--- config.mk ---
export PLATFORM = sky130hd
export DESIGN_NAME = rf433_sensor_frame_encoder
export DESIGN_NICKNAME = d
export VERILOG_FILES = /design/src/design/rfenc_pkg.sv /design/src/design/rfenc_cfg_regs.sv /design/src/design/rfenc_sched.sv /design/src/design/rfenc_tx.sv /design/src/design/rf433_sensor_frame_encoder.sv
export VERILOG_INCLUDE_DIRS = /design/src /design/src/design
export SDC_FILE = /design/constraint.sdc
export NUM_CORES = 1
export LEC_CHECK = 0
export BUFFER_PORTS_ARGS = -buffer_cell sky130_fd_sc_hd__buf_2
export CAP_MARGIN = 20
export CORE_MARGIN = 4
export CORE_UTILIZATION = 55
export CTS_BUF_LIST = sky130_fd_sc_hd__clkbuf_16
export CTS_CLUSTER_DIAMETER = 40
export DETAILED_ROUTE_END_ITERATION = 7
export PLACE_DENSITY = 0.74
export SKIP_CTS_REPAIR_TIMING = 1
export SLEW_MARGIN = 20
export SYNTH_ARGS = -nofsm -noshare
export SYNTH_HDL_FRONTEND = slang
export SYNTH_SLANG_ARGS = --single-unit
--- constraint.sdc ---
create_clock -name i_clk -period 19.36 [get_ports i_clk]
set_clock_uncertainty 0.05 [all_clocks]
set_input_delay 0 -clock i_clk [delete_from_list [all_inputs] [get_ports i_clk]]
set_output_delay 0 -clock i_clk [all_outputs]
set_load 0.005 [all_outputs]
--- src/design/rf433_sensor_frame_encoder_defines.svh ---
// Assertion helpers used by the top-level encoder file.
`ifndef RF433_SENSOR_FRAME_ENCODER_DEFINES_SVH
`define RF433_SENSOR_FRAME_ENCODER_DEFINES_SVH

// Same-cycle implication, checked outside reset.
`define RFENC_ASSERT_NOW(label, ante, cons, msg) \
    label: assert property (@(posedge i_clk) disable iff (!i_rst_n) (ante) |-> (cons)) \
        else $error(msg);

// Next-cycle implication, checked outside reset.
`define RFENC_ASSERT_NEXT(label, ante, cons, msg) \
    label: assert property (@(posedge i_clk) disable iff (!i_rst_n) (ante) |=> (cons)) \
        else $error(msg);

`endif

--- src/design/rfenc_pkg.sv ---
package rfenc_pkg;

    localparam int FrameBits  = 192;
    localparam int FrameBytes = FrameBits / 8;
    localparam int IdxW       = $clog2(FrameBytes);

    localparam logic [4:0]  LastIdx     = 5'(FrameBytes - 1);
    localparam logic [11:0] Preamble    = 12'h001;
    localparam logic [14:0] SyncPattern = 15'h1FFD;
    localparam logic [7:0]  ModelByte   = 8'h46;
    localparam logic [7:0]  HumidByte   = 8'd50;
    localparam logic [7:0]  DigestKey   = 8'h3E;
    localparam logic [7:0]  DigestGen   = 8'h98;
    localparam logic [7:0]  DigestXor   = 8'h64;
    localparam logic [31:0] MinPeriod   = 32'd5000;
    localparam logic [11:0] RawMax      = 12'hFFF;

    localparam logic [31:0] RstPeriod   = 32'd5000;
    localparam logic [7:0]  RstChannel  = 8'd1;

    // configuration register indexes
    localparam int CfgIdxW = 8;
    localparam logic [CfgIdxW-1:0] RegEnable   = 8'd0;
    localparam logic [CfgIdxW-1:0] RegPeriod   = 8'd1;
    localparam logic [CfgIdxW-1:0] RegChannel  = 8'd2;
    localparam logic [CfgIdxW-1:0] RegSensorId = 8'd3;

    typedef struct packed {
        logic        enable;
        logic [31:0] send_period;
        logic [7:0]  channel;
        logic [7:0]  node_id;
    } t_cfg;

    typedef logic [FrameBits-1:0] t_frame;

    // 18*T+720 with T in 1/16 degree: trunc(t*9/8)+720, clamped to 12 bits
    function automatic logic [11:0] temp_to_raw(logic signed [15:0] t);
        logic signed [19:0] ext;
        logic signed [19:0] prod;
        logic signed [19:0] adj;
        logic signed [19:0] quot;
        logic signed [19:0] sum;
        logic [11:0]        res;
        ext  = $signed({{4{t[15]}}, t});
        prod = (ext <<< 3) + ext;
        adj  = prod[19] ? 20'sd7 : 20'sd0;
        quot = (prod + adj) >>> 3;
        sum  = quot + 20'sd720;
        if (sum[19]) begin
            res = 12'd0;
        end else if (sum > 20'sd4095) begin
            res = RawMax;
        end else begin
            res = sum[11:0];
        end
        return res;
    endfunction

    function automatic logic [2:0] chan_code(logic [7:0] ch);
        logic [2:0] c;
        if (ch == 8'd0) begin
            c = 3'd0;
        end else if (ch > 8'd8) begin
            c = 3'd7;
        end else begin
            c = 3'(ch - 8'd1);
        end
        return c;
    endfunction

    // key sequence is data independent, so this folds to an XOR of constants
    function automatic logic [7:0] lfsr_digest(logic [39:0] msg);
        logic [7:0] sum;
        logic [7:0] key;
        sum = 8'h00;
        key = DigestKey;
        for (int i = 39; i >= 0; i--) begin
            if (msg[i]) begin
                sum = sum ^ key;
            end
            key = key[0] ? ((key >> 1) ^ DigestGen) : (key >> 1);
        end
        return sum;
    endfunction

    function automatic logic [15:0] manchester(logic [7:0] b);
        logic [15:0] w;
        for (int i = 0; i < 8; i++) begin
            w[2*i+1 -: 2] = b[i] ? 2'b10 : 2'b01;
        end
        return w;
    endfunction

    function automatic t_frame build_frame(t_cfg cfg, logic signed [15:0] t);
        logic [11:0] raw;
        logic [39:0] body;
        logic [49:0] rec;
        raw  = temp_to_raw(t);
        body = {ModelByte, cfg.node_id, 1'b0, chan_code(cfg.channel), raw[11:8],
                raw[7:0], HumidByte};
        rec  = {body, lfsr_digest(body) ^ DigestXor, 2'b00};
        return {Preamble, rec, SyncPattern, rec, SyncPattern, rec};
    endfunction

endpackage

--- src/design/rfenc_cfg_regs.sv ---
module rfenc_cfg_regs (
    input  logic                           i_clk,
    input  logic                           i_rst_n,
    input  logic                           i_cfg_valid,
    output logic                           o_cfg_ready,
    input  logic [rfenc_pkg::CfgIdxW-1:0]  i_cfg_index,
    input  logic [31:0]                    i_cfg_data,
    output rfenc_pkg::t_cfg                o_cfg,
    output logic                           o_cfg_clear
);

    rfenc_pkg::t_cfg r_cfg;
    rfenc_pkg::t_cfg n_cfg;
    logic            wr;

    assign o_cfg_ready = 1'b1;
    assign wr          = i_cfg_valid && o_cfg_ready;

    always_comb begin
        n_cfg = r_cfg;
        if (wr) begin
            unique case (i_cfg_index)
                rfenc_pkg::RegEnable:   n_cfg.enable      = i_cfg_data[0];
                rfenc_pkg::RegPeriod:   n_cfg.send_period = i_cfg_data;
                rfenc_pkg::RegChannel:  n_cfg.channel     = i_cfg_data[7:0];
                rfenc_pkg::RegSensorId: n_cfg.node_id     = i_cfg_data[7:0];
                default:                n_cfg             = r_cfg;
            endcase
        end
    end

    // a write that changes any value restarts the send schedule
    assign o_cfg_clear = (n_cfg != r_cfg);
    assign o_cfg       = r_cfg;

    always_ff @(posedge i_clk) begin
        if (!i_rst_n) begin
            r_cfg.enable      <= 1'b0;
            r_cfg.send_period <= rfenc_pkg::RstPeriod;
            r_cfg.channel     <= rfenc_pkg::RstChannel;
            r_cfg.node_id     <= 8'd0;
        end else begin
            r_cfg <= n_cfg;
        end
    end

endmodule

--- src/design/rfenc_sched.sv ---
module rfenc_sched (
    input  logic                    i_clk,
    input  logic                    i_rst_n,
    input  logic                    i_valid,
    output logic                    o_ready,
    input  logic [31:0]             i_now_ms,
    input  logic                    i_temp_valid,
    input  logic signed [15:0]      i_temperature,
    input  rfenc_pkg::t_cfg         i_cfg,
    input  logic                    i_cfg_clear,
    input  logic                    i_tx_free,
    output logic                    o_load,
    output rfenc_pkg::t_frame       o_frame
);

    logic               r_s1_valid;
    logic [31:0]        r_now;
    logic               r_temp_valid;
    logic signed [15:0] r_temp;
    logic [31:0]        r_last_time;
    logic [31:0]        n_last_time;
    logic [31:0]        period;
    logic [31:0]        elapsed;
    logic               attempt;
    logic               want_frame;
    logic               advance;

    assign period     = (i_cfg.send_period < rfenc_pkg::MinPeriod) ? rfenc_pkg::MinPeriod
                                                                    : i_cfg.send_period;
    assign elapsed    = r_now - r_last_time;
    assign attempt    = i_cfg.enable && ((r_last_time == 32'd0) || (elapsed >= period));
    assign want_frame = attempt && r_temp_valid;
    // hold the item only while a frame is waiting for the transmitter
    assign advance    = r_s1_valid && (!want_frame || i_tx_free);
    assign o_ready    = !r_s1_valid || advance;
    assign o_load     = advance && want_frame;
    assign o_frame    = rfenc_pkg::build_frame(i_cfg, r_temp);

    always_comb begin
        n_last_time = r_last_time;
        if (i_cfg_clear) begin
            n_last_time = 32'd0;
        end else if (advance) begin
            if (!i_cfg.enable) begin
                n_last_time = 32'd0;
            end else if (attempt) begin
                n_last_time = r_now;
            end
        end
    end

    always_ff @(posedge i_clk) begin
        if (!i_rst_n) begin
            r_s1_valid  <= 1'b0;
            r_last_time <= 32'd0;
        end else begin
            r_last_time <= n_last_time;
            if (o_ready) begin
                r_s1_valid <= i_valid;
            end
        end
    end

    always_ff @(posedge i_clk) begin
        if (i_valid && o_ready) begin
            r_now        <= i_now_ms;
            r_temp_valid <= i_temp_valid;
            r_temp       <= i_temperature;
        end
    end

endmodule

--- src/design/rfenc_tx.sv ---
module rfenc_tx (
    input  logic                        i_clk,
    input  logic                        i_rst_n,
    input  logic                        i_load,
    input  rfenc_pkg::t_frame           i_frame,
    output logic                        o_free,
    output logic                        o_valid,
    input  logic                        i_ready,
    output logic [15:0]                 o_chip_word,
    output logic [rfenc_pkg::IdxW-1:0]  o_byte_index,
    output logic                        o_last
);

    logic                       r_valid;
    logic [rfenc_pkg::IdxW-1:0] r_idx;
    rfenc_pkg::t_frame          r_frame;
    logic                       take;

    assign take   = r_valid && i_ready;
    assign o_last = (r_idx == rfenc_pkg::LastIdx);
    assign o_free = !r_valid || (take && o_last);

    assign o_valid      = r_valid;
    assign o_byte_index = r_idx;
    assign o_chip_word  = rfenc_pkg::manchester(r_frame[rfenc_pkg::FrameBits-1 -: 8]);

    always_ff @(posedge i_clk) begin
        if (!i_rst_n) begin
            r_valid <= 1'b0;
            r_idx   <= '0;
        end else if (i_load) begin
            r_valid <= 1'b1;
            r_idx   <= '0;
        end else if (take) begin
            if (o_last) begin
                r_valid <= 1'b0;
            end else begin
                r_idx <= r_idx + 1'b1;
            end
        end
    end

    // advance one byte per delivered word
    always_ff @(posedge i_clk) begin
        if (i_load) begin
            r_frame <= i_frame;
        end else if (take) begin
            r_frame <= r_frame << 8;
        end
    end

endmodule

--- src/design/rf433_sensor_frame_encoder.sv ---
// Path: a tick is registered in the scheduler, then its frame is loaded into the transmitter.
// Throughput: a sending tick emits 24 chip words from the frame shift register, one per
// cycle while i_ready is high; ticks that send nothing pass at one per cycle, and a sending
// tick waits only for the previous frame to drain.
// Reset (synchronous, active low): transmitter off, period 5000, channel 1, id 0,
// last attempt time cleared, no item held and no frame pending.
`include "rf433_sensor_frame_encoder_defines.svh"

module rf433_sensor_frame_encoder (
    input  logic                           i_clk,
    input  logic                           i_rst_n,
    input  logic                           i_valid,
    output logic                           o_ready,
    input  logic [31:0]                    i_now_ms,
    input  logic                           i_temp_valid,
    input  logic signed [15:0]             i_temperature,
    output logic                           o_valid,
    input  logic                           i_ready,
    output logic [15:0]                    o_chip_word,
    output logic [rfenc_pkg::IdxW-1:0]     o_byte_index,
    output logic                           o_last,
    input  logic                           i_cfg_valid,
    output logic                           o_cfg_ready,
    input  logic [rfenc_pkg::CfgIdxW-1:0]  i_cfg_index,
    input  logic [31:0]                    i_cfg_data
);

    rfenc_pkg::t_cfg   cfg;
    logic              cfg_clear;
    logic              tx_free;
    logic              load;
    rfenc_pkg::t_frame frame;

    rfenc_cfg_regs u_cfg (
        .i_clk       (i_clk),
        .i_rst_n     (i_rst_n),
        .i_cfg_valid (i_cfg_valid),
        .o_cfg_ready (o_cfg_ready),
        .i_cfg_index (i_cfg_index),
        .i_cfg_data  (i_cfg_data),
        .o_cfg       (cfg),
        .o_cfg_clear (cfg_clear)
    );

    rfenc_sched u_sched (
        .i_clk         (i_clk),
        .i_rst_n       (i_rst_n),
        .i_valid       (i_valid),
        .o_ready       (o_ready),
        .i_now_ms      (i_now_ms),
        .i_temp_valid  (i_temp_valid),
        .i_temperature (i_temperature),
        .i_cfg         (cfg),
        .i_cfg_clear   (cfg_clear),
        .i_tx_free     (tx_free),
        .o_load        (load),
        .o_frame       (frame)
    );

    rfenc_tx u_tx (
        .i_clk        (i_clk),
        .i_rst_n      (i_rst_n),
        .i_load       (load),
        .i_frame      (frame),
        .o_free       (tx_free),
        .o_valid      (o_valid),
        .i_ready      (i_ready),
        .o_chip_word  (o_chip_word),
        .o_byte_index (o_byte_index),
        .o_last       (o_last)
    );

    `RFENC_ASSERT_NOW(a_load_when_free, load, tx_free, "frame loaded over a busy transmitter")
    `RFENC_ASSERT_NEXT(a_frame_continues, o_valid && !o_last, o_valid, "frame cut short")
    `RFENC_ASSERT_NEXT(a_index_steps, o_valid && i_ready && !o_last && !load,
        o_byte_index == $past(o_byte_index) + 1'b1, "byte index skipped")
    `RFENC_ASSERT_NOW(a_preamble_byte, o_valid && (o_byte_index == '0),
        o_chip_word == 16'h5555, "first frame byte is not the preamble")

endmodule
* Yosys cells after proc, flatten, opt, wreduce, memory -nomap -nowiden
Cells that the tools add are included.
Cells by class: add/subtract/negate cells 6, magnitude comparators 4, equality and inequality tests 6, mux-type cells 49, bitwise logic cells 28, reduce and logical (&&, ||, !) cells 24
Operators by type and width (number):
- 2-to-1 mux 172 bit | 2
- 2-to-1 mux 32 bit | 4
- 2-to-1 mux 8 bit | 13
- NOT 5 bit | 11
- 2-to-1 mux 49 bit | 1
- != test 49 bit | 1
- NOT 3 bit | 14
- 2-to-1 mux 7 bit | 5
- >= comparator 32 bit | 1
- logical NOT 32 bit | 1
- < comparator 32 x 13 -> 1 bit, second input constant | 1
- subtractor 32 bit | 1
- 2-to-1 mux 12 bit | 2
- 2-to-1 mux 6 bit | 4
- adder 19 x 16 -> 20 bit | 1
- adder 20 x 4 -> 20 bit | 1
- greater-than comparator 20 x 13 -> 1 bit, second input constant | 1
- adder 17 x 11 -> 18 bit, second input constant | 1
- == test 8 x 2 -> 1 bit, second input constant | 2
- logical NOT 8 bit | 2
- 2-to-1 mux 2 bit | 8
- 2-to-1 mux 3 bit | 4
- == test 8 x 1 -> 1 bit, second input constant | 1
- greater-than comparator 8 x 4 -> 1 bit, second input constant | 1
- other kinds (14) | 34
Word-level totals: bits in registers 327, bits of input ports 94, output and inout bits 25, word-level logic and storage cells 130

* Logic depth before layout (Yosys ltp)
Gate-level depths: netlist of run 1.
depth in word-level cells 50, depth in mapped cells 28, depth with buffers taken out 26

* By module
From an unflattened synthesis of run 1, not the netlist that was laid out.
Unflattened totals: cells, all modules 1807, area total of the unflattened synthesis 19871.6 µm²
Modules (own cells, without submodules):
- rfenc_sched | times used 1, cells an instance 1053, area an instance 8948.6 µm², sequential area each 2132.0 µm²
- rfenc_tx | times used 1, cells an instance 455, area an instance 8374.3 µm², sequential area each 5885.6 µm²
- rfenc_cfg_regs | times used 1, cells an instance 299, area an instance 2548.7 µm², sequential area each 980.9 µm²

* Worst setup path before layout of run 1
No wires, ideal clock.
kind register to register, from register u_sched.r_now[0], to register u_tx.r_frame[100] (enable), setup time 0.878 ns, data arrival time 6.117 ns, required time 18.432 ns, setup slack 12.314 ns, stages on the path, launching flop included 28, path buffers 2, clock period less this slack 7.046 ns, cell sequence edfxtp_1 -> inv_1 -> ha_1 -> inv_1 -> fa_1 -> a21o_1 -> a21oi_1 -> o21bai_1 -> a21o_1 -> a21oi_1 -> o311ai_0 -> a21oi_1 -> o21ai_0 -> a21oi_1 -> o21bai_1 -> a21oi_1 -> xnor2_1 -> ha_1 -> a21o_1 -> a21o_1 -> a21oi_1 -> nand2_1 -> a21oi_1 -> o21ai_0 -> nand3_1 -> clkbuf_1 -> clkbuf_1 -> nand2_1
Between the ends: longest elaborated chain between the ends 10
RTL lines:
- from (decl) | RTL line rfenc_sched.sv:17 | logic [31:0] r_now;
- from (signal assigned) | RTL line rfenc_sched.sv:66 | r_now <= i_now_ms;
- subtractor 32 bit * | RTL line rfenc_sched.sv:30 | assign elapsed = r_now - r_last_time;
- >= comparator 32 bit * | RTL line rfenc_sched.sv:31 | assign attempt = i_cfg.enable && ((r_last_time == 32'd0) || (elapsed >= period));
- logical OR 1 bit * | RTL line rfenc_sched.sv:31
- logical AND 1 bit * | RTL line rfenc_sched.sv:31
- logical AND 1 bit * | RTL line rfenc_sched.sv:32 | assign want_frame = attempt && r_temp_valid;
- logical NOT 1 bit | RTL line rfenc_sched.sv:34 | assign advance = r_s1_valid && (!want_frame || i_tx_free);
- logical OR 1 bit | RTL line rfenc_sched.sv:34
- logical AND 1 bit | RTL line rfenc_sched.sv:34
- logical AND 1 bit * | RTL line rfenc_sched.sv:36 | assign o_load = advance && want_frame;
- nonzero test 2 bit (no source line) *
- to (signal assigned) | RTL line rfenc_tx.sv:46 | r_frame <= i_frame;
- to (signal assigned) | RTL line rfenc_tx.sv:48 | r_frame <= r_frame << 8;
- to (decl) | RTL line rfenc_tx.sv:16 | rfenc_pkg::t_frame r_frame;
Mark *: on every way between the ends. The rest lies on a longest branch, timed or not. A chain may end at the register's enable or synchronous reset.

* Worst setup path in the final report of run 1
from register u_sched.r_now[0], to register u_tx.r_frame[6] (enable)
The elaborated chain is that of the path after synthesis.

==> key figures, run 1 <==
Status
  • Status: finished with violations
  • Failing checks: negative hold slack

Critical path
  • Flop2flop setup slack: 12.46 ns
  • Crit path from: u_sched.r_now[0]
  • Reg2reg path depth: 24
  • Slowest stage delay, CP: 0.67 ns
  • Reg2Reg Launch Point: u_sched.r_now[0]
  • Crit path cell chain: inv_1 > ha_1 > inv_1 > fa_1 > a21o_1 > a21oi_1 > o21bai_1 > a21o_1 > a21oi_1 > o31a_1 > o21ai_0 > a211oi_1 > o31a_1 > nand2b_1 > a21oi_1 > xnor2_1 > ha_1 > nand4_1 > a211o_1 > o21ai_0 > nand3_2 > buf_4 > nand2_4 > buf_4
  • CP required: 19.48 ns
  • R2r endpoint: u_tx.r_frame[6]
  • Startpoint types: flop
  • Maximum fanout along the worst path: 77
  • Crit Path Class: reg -> reg
  • End of the critical path: u_tx.r_frame[6]
  • CP Data Arrival Time: 7.02 ns
  • Crit path max-delay cell type: o21ai_0
  • Worst setup EP type: flop
  • Most common cell on crit path: a21oi_1

Worst hold path
  • Hold Crit Class: in -> reg

Synth
  • Synth Flop Type: dfxtp_1
  • Syn Inst Count: 1899
  • Share of the synthesized area in the top cell type: 0.243
  • Synth area leaders: edfxtp_1 (24%), dfxtp_1 (21%), nand2_1 (7.9%), ha_1 (6.1%), a21oi_1 (4.2%)
  • FF+latch count, synth: 327
  • Synth warnings: 0
  • Post-synthesis net count: 2080
  • Sequential share of the synthesized area: 0.454
  • Synth area leader: edfxtp_1
  • Post-synth EDFFs: 142
  • Synth cell types: 94
  • Asr flop ratio synth: 0
  • Synthesized area per cell: 9.24 µm²
  • Post-synthesis cell area: 0.0175 mm²

Clocking
  • Clock Latency Late Sink: 0.55 ns
  • CTS buffer count: 42
  • Clk slew on worst S/H paths: 0.06 ns
  • CTS Root Cell: clkbuf_16
  • CTS tree: yes
  • Clock tree buffer depth: 3
  • Sink Count: 327
  • H-tree Lvls: 2

Final layout
  • Inserted Diodes: 0
  • Most frequent cells in the layout: nand2_1 (365), dfxtp_1 (185), a21oi_1 (147)
  • Seq. cell area: 0.00797 mm²
  • FILL cells: 2505
  • Multi-input gate area: 0.00879 mm²
  • Layout cells sized above 1: 0.121
  • Leading cell type in the layout, fill and taps excluded: nand2_1
  • Area Overhead vs Synth: 17.2%
  • Nets: 2228

Flow run
  • Max Cap Violations: 0

Floorplan
  • Die area: 0.0348 mm²
  • IO Pins: 119
  • Core area: 0.0315 mm²
  • Die H: 187 µm
  • Initial Util: 0.557
  • Die W: 187 µm
  • # rows: 65

Placement
  • HPWL Detailed: 29100 µm
  • Global placement routability congestion: 0.913
  • Port-buffer cells: 117
  • Placement Setup Slack: 12.58 ns

Pwr
  • Worst VDD drop: 104 µV
  • Cell Pwr Density: 93.8 mW/mm²
  • Leakage: 8.09 nW

Routing
  • Routed Antenna Nets: 0
  • DRC Markers: 0
  • Avg WL per Cell: 17.5 µm
  • Final WL: 43400 µm
  • Drt first pass iters: 6
  • Vias per std cell: 5.77
  • DR iter-0 viols: 892
  • Via count: 14300

GRT
  • Vias in the first global route: 13200
  • All-Layer GR Usage: 0.230
  • GRT overflow: 0
  • Largest net degree at the start of global routing: 100
  • Initial antenna violation count: 0
  • Wire length of the first global-routing pass: 67600 µm

Timing
  • Endpoints failing hold: 1
  • RSZ-0062 raised after global routing: false
  • Setup ws final: 12.46 ns
  • Final Setup Violations: 0
  • TNS Setup: 0 ns
  • WHS: -0.0340 ns
  • Worst Max-Slew Pin Slew: 1.05 ns
  • Min cycle time layout: 6.90 ns
  • Max-slew violations: 0
  • Tcrit/Tclk final: 0.356
  • Slew headroom: 0.301
  • Fmax: 0.145 GHz
## flip-flops by register name (all words and copies together), names as in the netlist, 5 cells and up
name and count:
u_sched.r_now 32, u_sched.r_temp 16, u_tx.o_byte_index 5, u_tx.r_frame 190
u_cfg.o_cfg 49, u_sched.r_last_time 32
## cells in the mapped netlist (5+ instances only)
cell type,count
a211o_1,5
a211oi_1,20
a21boi_0,39
a21o_1,73
a21oi_1,147
a21oi_2,9
a221oi_1,5
a22o_1,23
a22oi_1,5
a31oi_1,5
and2_1,10
and3_1,10
and4_1,5
buf_4,10
clkbuf_1,91
dfxtp_1,185
edfxtp_1,142
ha_1,85
inv_1,102
mux2i_1,5
nand2_1,367
nand2b_1,12
nand3_1,63
nand4_1,13
nor2_1,60
nor2b_1,19
nor3_1,16
nor4_1,24
o211ai_1,13
o21a_1,14
o21ai_0,72
o21ai_1,11
o21bai_1,7
o22ai_1,14
or3_1,6
xnor2_1,80
xnor3_1,7
xor2_1,29
## area by class of cell
type                       instances  share of cell area
clock buffer                      43              0.0523
clock inverter                    35              0.0156
inverter                         103              0.0188
multi-input combinational       1361               0.428
sequential                       327               0.388
tap                              402              0.0245
timing repair buffer             212              0.0735
## where the power goes
group	internal, W	switching (W)
combinational	0.000205	0.000223
clock	0.000444	0.000321
sequential	0.000727	0.00000808
## through the flow
step / hold WS (ns) / instances / power, W / utilization / instance area (µm²)
6_report: -0.0340 / 2483 / 0.00193 / 0.653 / 20600
5_1_grt: 0.0210 / 2483 / 0.00201 / 0.653 / 20600
4_1_cts: -0.446 / 2398 / 0.00192 / 0.626 / 19700
3_5_place_dp: 0.128 / 2320 / 0.00116 / 0.582 / 18300
3_3_place_gp: 0.127 / 2320 / 0.00115 / 0.582 / 18300
2_1_floorplan: 0.0489 / 1899 / 0.00108 / - / 17500
## cells by family (layout without fill, tap and decap cells)
kind of cell,Yosys count,in the layout,synth area share
buffers and inverters,211,393,0.0476
XOR/XNOR,119,119,0.0662
multiplexers,6,6,0.00349
other,1,1,0.000214
flip-flops,327,327,0.454
adder cells (fa/ha/maj),89,89,0.0640
AND/OR/NAND/NOR,632,632,0.164
AO/OA/AOI/OAI,514,514,0.200
## worst min path at each step
stage / from / to / depth (start not counted) / slack (ns)
final: i_cfg_index[2] / u_cfg.o_cfg[48] / 5 / -0.03
after global routing: i_rst_n / u_cfg.o_cfg[19] / 2 / 0.02
after CTS: i_now_ms[5] / u_sched.r_now[5] / 1 / -0.45
after detailed placement: i_temperature[11] / u_sched.r_temp[11] / 1 / 0.13
after global placement: i_now_ms[19] / u_sched.r_now[19] / 1 / 0.13
after floorplan: i_now_ms[0] / u_sched.r_now[0] / 0 / 0.05
## routing by layer
layer | wire (µm) | track usage | share of wire
met5 | 0 | 0 | 0
met4 | 1090 | 0.0611 | 0.025
met3 | 2590 | 0.0380 | 0.060
met2 | 20500 | 0.381 | 0.47
met1 | 19300 | 0.318 | 0.44
## critical path: cells and delay by family (launching register included)
family	cells	cell delay (ns)
compound gates	12	2.99
buf+inv	4	1.16
simple gates	4	0.89
fa+ha+maj	3	0.85
flops	1	0.38
xor+xnor	1	0.09
No activity file was read; power rests on OpenSTA's default activity.
==> run 2: changes to the inputs <==
==> constraint.sdc (replaced) <==
create_clock -name i_clk -period 6.77 [get_ports i_clk]
set_clock_uncertainty 0.05 [all_clocks]
set_input_delay 0 -clock i_clk [delete_from_list [all_inputs] [get_ports i_clk]]
set_output_delay 0 -clock i_clk [all_outputs]
set_load 0.005 [all_outputs]
==> key figures, run 2 (synthesis gave the netlist of run 1 again) <==
Status
  • Status: finished with violations
  • Failing checks: negative hold slack

Floorplan
  • Die area: 0.0348 mm²
  • IO Pins: 119
  • Die H: 187 µm
  • # rows: 65
  • Initial Util: 0.557
  • Core area: 0.0315 mm²
  • Die W: 187 µm

Pwr
  • Leakage: 8.10 nW
  • Cell Pwr Density: 266 mW/mm²
  • Power Total: 0.00548 W
  • Worst VDD drop: 239 µV

Timing
  • RSZ-0062 raised after global routing: false
  • Slew headroom: 0.301
  • Fmax: 0.175 GHz
  • Max-slew violations: 0
  • WHS: -0.0264 ns
  • Final Setup Violations: 0
  • Min cycle time layout: 5.72 ns
  • Endpoints failing hold: 1
  • Worst Max-Slew Pin Slew: 1.05 ns
  • TNS Setup: 0 ns
  • Tcrit/Tclk final: 0.846

Placement
  • Port-buffer cells: 117
  • HPWL Detailed: 29600 µm
  • Global placement routability congestion: 0.940

Flow run
  • Max Cap Violations: 0

Clocking
  • CTS buffer count: 41
  • CTS Root Cell: clkbuf_16
  • Sink Count: 327
  • Clk slew on worst S/H paths: 0.06 ns
  • Clock Latency Late Sink: 0.56 ns
  • H-tree Lvls: 2
  • Clock tree buffer depth: 3
  • CTS tree: yes

Final layout
  • Inserted Diodes: 0
  • FILL cells: 2514
  • Number of flip-flops in the largest register: 190
  • Area Overhead vs Synth: 17.5%
  • Leading cell type in the layout, fill and taps excluded: nand2_1
  • Nets: 2234
  • Layout cells sized above 1: 0.121
  • Biggest register: u_tx.r_frame
  • Most frequent cells in the layout: nand2_1 (365), dfxtp_1 (185), a21oi_1 (147)

GRT
  • GRT overflow: 0
  • Vias in the first global route: 13100
  • Initial antenna violation count: 0
  • Wire length of the first global-routing pass: 66100 µm
  • All-Layer GR Usage: 0.227
  • Largest net degree at the start of global routing: 100

Routing
  • DRC Markers: 0
  • Vias per std cell: 5.76
  • Drt first pass iters: 6
  • Avg WL per Cell: 17.2 µm
  • Final WL: 42800 µm
  • Routed Antenna Nets: 0
  • Via count: 14300
  • DR iter-0 viols: 1189

Worst hold path
  • Hold Crit Class: in -> reg

Critical path
  • Crit Path Class: reg -> reg
  • Maximum fanout along the worst path: 43
  • Flop2flop setup slack: 1.05 ns
  • Slowest stage delay, CP: 0.62 ns
  • Worst setup EP type: flop
  • Crit path max-delay cell type: a211oi_1
  • Startpoint types: flop
  • CP required: 7.14 ns
  • CP Data Arrival Time: 6.09 ns
-- run 2: changes by cell type in the layout (fill, tap and decap cells not counted), moves of 3 or more --
cell	before	now
clkinv_2	6	2
inv_8	4	1
clkinv_4	6	3
inv_6	4	7
buf_4	10	15
-- run 2: worst paths after layout --
| kind | startpoint | end | cells after the start |
|---|---|---|---|
| worst max-delay path | u_sched.r_now[0] | u_tx.r_frame[88] | 25 |
| worst min-delay path | i_cfg_index[5] | u_cfg.o_cfg[48] | 5 |
| worst max register to register | u_sched.r_now[0] | u_tx.r_frame[88] | 25 |
| worst min register to register | u_tx.r_frame[178] | u_tx.r_frame[186] | 2 |
-- run 2: where the power goes --
group | leakage (nW) | internal, W | switching (W)
sequential | 2.74 | 0.00208 | 0.0000232
clock | 0.676 | 0.00125 | 0.000895
combinational | 4.68 | 0.000586 | 0.000640
total | 8.10 | 0.00392 | 0.00156
-- run 2: worst max-delay path, delay by kind of cell, from the launching register on --
| kind | cells | cell delay (ns) |
|---|---|---|
| DFF | 1 | 0.37 |
| adders and majority gates | 3 | 0.82 |
| buffers and inverters | 4 | 0.62 |
| xor gates and xnor gates | 1 | 0.10 |
| and+or+nand+nor | 3 | 0.31 |
| AOI/OAI and AO/OA | 14 | 3.33 |
-- run 2: per-stage QoR --
stage           util  worst slack (ns)  area [µm²]  instances
2_1_floorplan      -             0.161       17500       1899
3_3_place_gp   0.584             0.985       18400       2327
3_5_place_dp   0.584             0.854       18400       2327
4_1_cts        0.628             0.852       19800       2403
5_1_grt        0.655             0.534       20600       2488
6_report       0.655              1.05       20600       2488
-- run 2: metal layers --
| layer | wire length, µm | vias to the layer above | track usage | share of wire |
|---|---|---|---|---|
| li1 | - | 7018 | - | - |
| met1 | 18900 | 6768 | 0.316 | 0.44 |
| met2 | 19900 | 436 | 0.364 | 0.46 |
| met3 | 2600 | 103 | 0.0391 | 0.061 |
| met4 | 1420 | 0 | 0.0739 | 0.033 |
| met5 | 0 | - | 0 | 0 |
-- run 2: cell type report --
type / count / area [µm²] / share of cell area
timing repair buffer: 219 / 1590 / 0.0771
clock inverter: 35 / 340 / 0.0165
sequential: 327 / 7970 / 0.387
tap: 402 / 503 / 0.0244
multi-input combinational: 1361 / 8800 / 0.427
inverter: 103 / 387 / 0.0188
clock buffer: 41 / 1030 / 0.0498
==> run 3: changes to the inputs <==
==> constraint.sdc (replaced) <==
create_clock -name i_clk -period 5.9 [get_ports i_clk]
set_clock_uncertainty 0.05 [all_clocks]
set_input_delay 0 -clock i_clk [delete_from_list [all_inputs] [get_ports i_clk]]
set_output_delay 0 -clock i_clk [all_outputs]
set_load 0.005 [all_outputs]
==> key figures, run 3 (synthesis gave the netlist of run 1 again) <==
Status
  • Status: finished with violations
  • Failing checks: negative hold slack

Critical path
  • Crit Path Class: reg -> reg
  • CP required: 6.27 ns
  • CP Data Arrival Time: 5.84 ns
  • Reg2Reg Launch Point: u_sched.r_last_time[1]
  • Flop2flop setup slack: 0.43 ns
  • Startpoint types: flop
  • Maximum fanout along the worst path: 38
  • Reg2reg path depth: 23
  • Worst setup EP type: flop
  • R2r endpoint: u_tx.r_frame[93]

Routing
  • Routed Antenna Nets: 0
  • Vias per std cell: 5.77
  • Avg WL per Cell: 17.5 µm
  • DRC Markers: 0
  • Drt first pass iters: 5
  • Via count: 14400
  • DR iter-0 viols: 1158
  • Final WL: 43800 µm

Final layout
  • Number of flip-flops in the largest register: 190
  • Leading cell type in the layout, fill and taps excluded: nand2_1
  • Layout cells sized above 1: 0.131
  • Nets: 2243
  • Inserted Diodes: 0
  • Multi-input gate area: 0.00882 mm²
  • Most frequent cells in the layout: nand2_1 (365), dfxtp_1 (185), a21oi_1 (146)
  • Biggest register: u_tx.r_frame
  • Seq. cell area: 0.00797 mm²
  • Area Overhead vs Synth: 18.7%
  • Cell area after layout: 0.0208 mm²
  • FILL cells: 2485

Timing
  • Final Setup Violations: 0
  • Endpoints failing hold: 2
  • Min cycle time layout: 5.47 ns
  • WHS: -0.0264 ns
  • Slew headroom: 0.309
  • Max-slew violations: 0
  • Tcrit/Tclk final: 0.927
  • Worst Max-Slew Pin Slew: 1.04 ns
  • TNS Setup: 0 ns
  • Fmax: 0.183 GHz

Placement
  • Port-buffer cells: 117
  • Post-DP Area: 0.0184 mm²
  • HPWL Detailed: 29500 µm
  • Global placement routability congestion: 0.946

Floorplan
  • Die W: 187 µm
  • Die H: 187 µm
  • Core area: 0.0315 mm²
  • # rows: 65
  • Initial Util: 0.557
  • IO Pins: 119
  • Die area: 0.0348 mm²

GRT
  • GRT overflow: 0
  • All-Layer GR Usage: 0.234
  • Initial antenna violation count: 0
  • Wire length of the first global-routing pass: 68800 µm
  • Largest net degree at the start of global routing: 100
  • Vias in the first global route: 13600

Clocking
  • Clock Latency Late Sink: 0.56 ns
  • CTS tree: yes
  • Sink Count: 327
  • Clk slew on worst S/H paths: 0.06 ns
  • CTS buffer count: 43
  • H-tree Lvls: 2
  • CTS Root Cell: clkbuf_16
  • Clock tree buffer depth: 3

Pwr
  • Cell Pwr Density: 307 mW/mm²
  • Power Total: 0.00639 W
  • Worst VDD drop: 262 µV
  • Leakage: 8.19 nW

Worst hold path
  • Hold endpoint: u_cfg.o_cfg[48]
  • Worst hold stages: 5
  • Hold Crit Class: in -> reg
  • Hold Startpoint: i_cfg_index[5]

Flow run
  • Max Cap Violations: 0
run 3: where the power goes:
| group | switching [W] | total [W] | internal (W) |
|---|---|---|---|
| registers | 0.0000265 | 0.00241 | 0.00239 |
| clock network | 0.00105 | 0.00256 | 0.00150 |
| logic | 0.000741 | 0.00142 | 0.000679 |
run 3: final cells by class:
type	count	area share
tap	402	0.0242
clock buffer	43	0.0517
clock inverter	36	0.0171
multi-input combinational	1361	0.424
timing repair buffer	226	0.0821
sequential	327	0.383
inverter	103	0.0186
run 3: worst max path at each step:
| stage | to | startpoint | slack, ns | cells past startpoint |
|---|---|---|---|---|
| 2_1_floorplan | u_sched.r_now[0] | u_sched.r_now[0] | 0.23 | 26 |
| 4_1_cts | u_tx.r_frame[89] | u_sched.r_now[0] | 0.27 | 25 |
| 3_5_place_dp | u_tx.r_frame[89] | u_sched.r_now[0] | 0.29 | 25 |
| 3_3_place_gp | u_tx.r_frame[24] | u_sched.r_now[0] | 0.39 | 25 |
| 5_1_grt | u_tx.r_frame[85] | u_sched.r_now[0] | -0.01 | 25 |
| 6_report | u_tx.r_frame[93] | u_sched.r_last_time[1] | 0.43 | 23 |
run 3: metrics by stage:
step                      worst slack (ns)  instances  hold WS [ns]  utilization
after floorplan                      0.228       1899        0.0489            -
after global placement               0.385       2330         0.127        0.586
after detailed placement             0.287       2330         0.128        0.586
after CTS                            0.268       2409        -0.455        0.631
after global routing               -0.0106       2498        0.0242        0.661
final                                0.432       2498       -0.0264        0.661
run 3: critical path, stage by stage, from the launching register on:
cell,delay [ns]
dfxtp_1,0.37
inv_1,0.09
ha_1,0.29
nor2b_1,0.12
o21ai_0,0.22
a21boi_0,0.16
o21a_1,0.22
o211ai_1,0.25
a21oi_1,0.18
o211ai_1,0.27
a31oi_1,0.16
a211oi_1,0.39
o21ai_0,0.15
a21oi_1,0.19
xnor2_1,0.09
ha_1,0.30
nand4_1,0.13
a211o_1,0.29
o21ai_0,0.16
buf_4,0.17
nand3_2,0.21
buf_12,0.27
a211oi_1,0.45
a21o_1,0.14
run 3: per-layer routing:
metal / part of all wire / track usage / vias to the layer above / wire, µm
li1: - / - / 7034 / -
met1: 0.44 / 0.326 / 6880 / 19500
met2: 0.48 / 0.389 / 423 / 20900
met3: 0.054 / 0.0320 / 81 / 2340
met4: 0.024 / 0.0640 / 0 / 1040
met5: 0 / 0 / - / 0
